**src/hdl/spq_pkg.sv**
```systemverilog
// Shared constants and types for the sorted priority queue.
package spq_pkg;

    localparam int QueueDepth = 16;
    localparam int ValueWidth = 32;
    localparam int FillWidth  = 5;
    localparam int StatusWidth = 2;

    localparam logic [StatusWidth-1:0] STATUS_OK    = 2'd0;
    localparam logic [StatusWidth-1:0] STATUS_EMPTY = 2'd1;
    localparam logic [StatusWidth-1:0] STATUS_FULL  = 2'd2;

    typedef struct packed {
        logic push;
        logic pop;
        logic occ;
    } t_cell_ctl;

endpackage

```
**src/hdl/spq_cell.sv**
```systemverilog
// One slot of the sorted chain: holds an entry and shifts toward either neighbor.
module spq_cell #(
    parameter int VALUE_WIDTH = 32
) (
    input  logic                   i_clk,
    input  spq_pkg::t_cell_ctl     i_ctl,
    input  logic [VALUE_WIDTH-1:0] i_value,
    input  logic [VALUE_WIDTH-1:0] i_prev_data,
    input  logic                   i_prev_ge,
    input  logic [VALUE_WIDTH-1:0] i_next_data,
    output logic [VALUE_WIDTH-1:0] o_data,
    output logic                   o_ge
);
    import spq_pkg::*;

    logic [VALUE_WIDTH-1:0] r_data;
    logic [VALUE_WIDTH-1:0] n_data;

    assign o_ge   = i_ctl.occ && ($signed(r_data) >= $signed(i_value));
    assign o_data = r_data;

    always_comb begin
        n_data = r_data;
        if (i_ctl.push && !o_ge) begin
            n_data = i_prev_ge ? i_value : i_prev_data;
        end else if (i_ctl.pop) begin
            n_data = i_next_data;
        end
    end

    always_ff @(posedge i_clk) begin
        r_data <= n_data;
    end

endmodule

```
**src/hdl/sorted_priority_queue_top.sv**
```systemverilog
// Bounded max-priority queue built from a chain of sorting cells.
//
// Input channel: i_in_valid / o_in_stall carry one request per beat:
// i_req_type 0 inserts i_value, 1 removes the largest stored value.
// Output channel: o_out_valid / i_out_stall carry one result per request:
// o_status (ok, removal from empty, insert when full), o_removed_value
// (the removed value on a successful removal, else zero) and o_fill_count
// (entries stored after the request).
// All cells compare the new value against their entry in parallel and
// shift in the same clock edge; the result is registered and shows on the
// output in the cycle after acceptance. A new request is taken every cycle
// while the output register is empty or is being drained, so sustained
// throughput is one beat per cycle.
// Reset clears the entry count and the output valid flag; cell contents are
// not cleared, since only occupied cells are ever compared or read.
// While the receiver stalls, the result holds and o_in_stall rises once the
// output register is full.
module sorted_priority_queue_top #(
    parameter int QUEUE_DEPTH = spq_pkg::QueueDepth,
    parameter int VALUE_WIDTH = spq_pkg::ValueWidth
) (
    input  logic                              i_clk,
    input  logic                              i_rst_n,
    input  logic                              i_in_valid,
    output logic                              o_in_stall,
    input  logic                              i_req_type,
    input  logic signed [31:0]                i_value,
    output logic                              o_out_valid,
    input  logic                              i_out_stall,
    output logic [spq_pkg::StatusWidth-1:0]   o_status,
    output logic signed [31:0]                o_removed_value,
    output logic [spq_pkg::FillWidth-1:0]     o_fill_count
);
    import spq_pkg::*;

    localparam int CW = $clog2(QUEUE_DEPTH + 1);

    logic [CW-1:0]          r_count;
    logic [CW-1:0]          n_count;
    logic                   r_out_valid;
    logic [StatusWidth-1:0] r_status;
    logic [StatusWidth-1:0] n_status;
    logic [31:0]            r_removed;
    logic [31:0]            n_removed;
    logic [CW-1:0]          r_fill;

    logic                   accept;
    logic                   full;
    logic                   empty;
    logic                   push;
    logic                   pop;
    logic [VALUE_WIDTH-1:0] value;

    logic [VALUE_WIDTH-1:0] data [QUEUE_DEPTH];
    logic                   ge   [QUEUE_DEPTH];

    assign o_in_stall = r_out_valid && i_out_stall;
    assign accept     = i_in_valid && !o_in_stall;
    assign full       = (r_count == CW'(QUEUE_DEPTH));
    assign empty      = (r_count == '0);
    assign push       = accept && !i_req_type && !full;
    assign pop        = accept && i_req_type && !empty;
    assign value      = VALUE_WIDTH'($unsigned(i_value));

    for (genvar g = 0; g < QUEUE_DEPTH; g++) begin : g_cell
        t_cell_ctl              ctl;
        logic [VALUE_WIDTH-1:0] prev_data;
        logic                   prev_ge;
        logic [VALUE_WIDTH-1:0] next_data;

        assign ctl.push = push;
        assign ctl.pop  = pop;
        assign ctl.occ  = (CW'(g) < r_count);

        if (g == 0) begin : g_first
            assign prev_data = value;
            assign prev_ge   = 1'b1;
        end else begin : g_mid
            assign prev_data = data[g-1];
            assign prev_ge   = ge[g-1];
        end

        if (g == QUEUE_DEPTH - 1) begin : g_last
            assign next_data = '0;
        end else begin : g_inner
            assign next_data = data[g+1];
        end

        spq_cell #(
            .VALUE_WIDTH(VALUE_WIDTH)
        ) u_cell (
            .i_clk      (i_clk),
            .i_ctl      (ctl),
            .i_value    (value),
            .i_prev_data(prev_data),
            .i_prev_ge  (prev_ge),
            .i_next_data(next_data),
            .o_data     (data[g]),
            .o_ge       (ge[g])
        );
    end

    always_comb begin
        n_count   = r_count;
        n_status  = STATUS_OK;
        n_removed = '0;
        if (push) begin
            n_count = r_count + CW'(1);
        end else if (pop) begin
            n_count   = r_count - CW'(1);
            n_removed = 32'(data[0]);
        end
        if (accept && !i_req_type && full) begin
            n_status = STATUS_FULL;
        end else if (accept && i_req_type && empty) begin
            n_status = STATUS_EMPTY;
        end
    end

    always_ff @(posedge i_clk) begin
        if (!i_rst_n) begin
            r_count     <= '0;
            r_out_valid <= 1'b0;
        end else begin
            r_count <= n_count;
            if (accept) begin
                r_out_valid <= 1'b1;
            end else if (!i_out_stall) begin
                r_out_valid <= 1'b0;
            end
        end
    end

    always_ff @(posedge i_clk) begin
        if (accept) begin
            r_status  <= n_status;
            r_removed <= n_removed;
            r_fill    <= n_count;
        end
    end

    assign o_out_valid     = r_out_valid;
    assign o_status        = r_status;
    assign o_removed_value = $signed(r_removed);
    assign o_fill_count    = FillWidth'(r_fill);

endmodule

```
**config.mk**
```make
export PLATFORM = sky130hd
export DESIGN_NAME = sorted_priority_queue_top
export DESIGN_NICKNAME = d
export VERILOG_FILES = /design/src/hdl/spq_pkg.sv /design/src/hdl/spq_cell.sv /design/src/hdl/sorted_priority_queue_top.sv
export SDC_FILE = /design/constraint.sdc
export NUM_CORES = 2
export LEC_CHECK = 0
export BUFFER_PORTS_ARGS = -buffer_cell sky130_fd_sc_hd__buf_4
export CAP_MARGIN = 20
export CORE_MARGIN = 2
export CORE_UTILIZATION = 40
export DETAILED_ROUTE_END_ITERATION = 8
export HOLD_SLACK_MARGIN = 0.05
export MAX_ROUTING_LAYER = met4
export PLACE_DENSITY = 0.58
export SLEW_MARGIN = 30
export SYNTH_ARGS = -nofsm -noshare
export SYNTH_HDL_FRONTEND = slang
export SYNTH_SLANG_ARGS = --single-unit
```
**constraint.sdc**
```tcl
create_clock -name i_clk -period 14 [get_ports i_clk]
set_clock_uncertainty 0.1 [all_clocks]
set_input_delay 2.1 -clock i_clk [delete_from_list [all_inputs] [get_ports i_clk]]
set_output_delay 2.1 -clock i_clk [all_outputs]
set_load 0.03 [all_outputs]
```
==> flow_summary.json <==
{
  "status": "finished clean",
  "worst-path-max-fanout": 22,
  "antenna_found_initial": 3,
  "fp.coreArea_um2": 98130,
  "ff_latch_area_um2": 16670,
  "vdd_drop_max_mv": 0.07073,
  "clockBufferDepth": 3,
  "fin_setup_tns_ps": 0,
  "synthToLayoutAreaGrowth_pct": 10.82,
  "initial_utilization_pct": 40.21,
  "clkTransAtPathRegs_ps": 60,
  "drive_gt1_share_pct": 14.48,
  "grt_pass1_wl_um": 168400,
  "worst_slack_ps": 7642,
  "nets": 4229,
  "rsz0062_at_grt": "no",
  "place_hpwl_um": 83870,
  "worst_setup_path_start_kind": "primary input",
  "crit_path_end_kind": "flip-flop",
  "numPortBuffers": 77,
  "routed_wl_um": 108400,
  "die_h_um": 318.1,
  "post-route-period-util_pct": 45.41,
  "dp.cells": 4895,
  "drv_cap": 0,
  "routabilityCongestion": 0.9035,
  "critPathKind": "in2reg",
  "ys_seq_area_share_pct": 42.23,
  "synth_flop_cell": "edfxtp_1",
  "synthCells": 3647,
  "final_cells": 5019,
  "drt_iter0_drc": 2093,
  "fin_crit_ps": 6358,
  "dr.pass1.iters": 5,
  "power.total_uw": 5406,
  "grt_max_degree": 66,
  "clkSinkCount": 557,
  "hold_viol": 0,
  "synth.avg_cell_area_um2": 10.82,
  "netlist-cell-type-count": 80,
  "cts_setup_buffers": 0,
  "min_path_type": "reg2reg",
  "synth_fp_nets": 4199,
  "timing.fmax_mhz": 157.3,
  "cts-resized-gates": 0,
  "n_fill_cell": 9210,
  "setup_viol": 0,
  "drc": 0,
  "multi_input_area_um2": 21840,
  "yosys_warnings": 0,
  "track_usage_pct": 21.72,
  "clk-insertion-delay-late_ps": 640,
  "fin_hold_ws_ps": 476.8,
  "cts_tree": "done",
  "grt_pass1_vias": 28272,
  "crit_arrival_ps": 6620,
  "drv_slew": 0,
  "io_pins": 78,
  "cts_buffers": 67,
  "p_leak_uw": 0.01763,
  "relSlewSlack_pct": 29.72,
  "drtAntennaViolNets": 0,
  "row_count": 115,
  "postCtsHoldBufs": 0,
  "viasPerCell": 5.690,
  "synth-seq-cells": 557,
  "powerDensity_nw_per_um2": 123.6,
  "cts-root-buf": "clkbuf_16",
  "post-place-ws_ps": 7004,
  "synth-edff-count": 551,
  "async_reset_ff_share_pct": 0,
  "wl_per_cell_um": 21.61,
  "cp_data_required_time_ps": 14260,
  "dieArea_um2": 101200,
  "htreeDepth": 3,
  "vias": 28558,
  "overflow": 0,
  "tightest_slew_ps": 1045,
  "netlist_area_um2": 39460,
  "dieWidth_um": 318.1
}
==> per-layer routing <==
metal / wire length, µm / vias to the layer above / track usage (%)
met5: 0 / - / -
met4: 3808 / 0 / 8.152
met3: 4304 / 170 / 2.041
met2: 52100 / 689 / 36.49
met1: 48220 / 13675 / 27.18
li1: - / 14024 / -
==> final cells by class <==
| type | instances | share of cell area (%) |
|---|---|---|
| diodes | 3 | 0.01717 |
| well taps | 1287 | 3.682 |
| repair buffers | 162 | 2.873 |
| clock inverters | 34 | 0.5179 |
| flip-flops and latches | 557 | 38.11 |
| clock buffers | 87 | 4.320 |
| multi-input cells | 2826 | 49.94 |
| inverters | 63 | 0.5407 |
==> stage by stage <==
step                      util [%]  area, µm²
after detailed placement     42.39      41600
after global placement       42.33      41540
after floorplan                  -      39460
final                        44.56      43730
after global routing         44.56      43730
after CTS                    44.55      43720
==> flip-flops by register name (all words and copies together), names as in the netlist <==
signal / flops
o_removed_value: 32
o_fill_count: 5
o_status: 2
r_count: 5
g_cell.u_cell.o_data: 512
o_out_valid: 1
==> cell usage after synthesis (all sizes together), types with 6 or more instances <==
library cell,number,area [µm²]
o211ai,19,142.6
and2,41,256.5
nand4,103,644.4
ha,515,6444
nor3,63,336.6
buf,63,407.9
a22oi,6,45.04
nor4,20,125.1
inv,63,236.5
dfxtp,6,120.1
a21oi,363,1817
mux2i,332,3323
o21a,9,67.56
nor2,120,470.5
mux2,250,2920
nand2,382,1434
a211oi,20,150.1
nand3,34,170.2
nand2b,16,100.1
nor2b,14,87.58
a21o,42,315.3
clkbuf,138,518.0
edfxtp,551,16550
a21boi,6,45.04
a31oi,40,250.2
o21ai,345,1730
==> cell families (layout without fill, tap and decap cells) <==
family | Yosys count | after routing | synth area share [%]
simple gates | 819 | 819 | 9.703
flops | 557 | 557 | 42.23
other cells | 0 | 3 | 0
mux | 582 | 582 | 15.82
buf+inv | 264 | 346 | 2.946
xor+xnor | 6 | 6 | 0.1332
fa+ha+maj | 515 | 515 | 16.33
compound gates | 904 | 904 | 12.83
==> critical path, cell delays in order <==
cell and delay, ps:
buf_4 180, inv_1 640, ha_1 380, nand4_1 210, inv_1 70, a221oi_1 430
o22ai_1 140, nor4b_1 530, nor3_4 220, buf_4 330, nor2_4 580, buf_4 420
mux2_1 360
==> report_power, final <==
part | internal [µW] | switching (µW) | total (µW)
registers | 2150 | 185 | 2330
clock network | 1000 | 723 | 1730
logic | 546 | 801 | 1350
==> worst paths after layout <==
check / start / slack (ps) / cells past startpoint / end
setup / recovery: i_value[27] / 7640 / 13 / g_cell[14].u_cell.o_data[30]$_DFFE_PP_
hold / removal: g_cell[15].u_cell.o_data[19]$_SDFFCE_PN0P_ / 480 / 1 / g_cell[14].u_cell.o_data[19]$_DFFE_PP_
setup reg to reg: g_cell[2].u_cell.o_data[0]$_DFFE_PP_ / 9280 / 13 / g_cell[2].u_cell.o_data[22]$_DFFE_PP_
hold reg to reg: g_cell[15].u_cell.o_data[19]$_SDFFCE_PN0P_ / 480 / 1 / g_cell[14].u_cell.o_data[19]$_DFFE_PP_
==> cell usage in the layout, fill, tap and decap left out, types with 62 or more instances in the layout <==
cell type  synthesis  layout
o21ai_0          339     334
nand4_1          103     103
edfxtp_1         551     551
clkbuf_16          0      73
buf_4             10     160
mux2_2           216     216
inv_1             63      62
ha_1             515     515
mux2i_1          332     331
nand2_1          382     382
nor2_1           116     114
a21oi_1          363     361
Power figures use the tool's default switching activity.
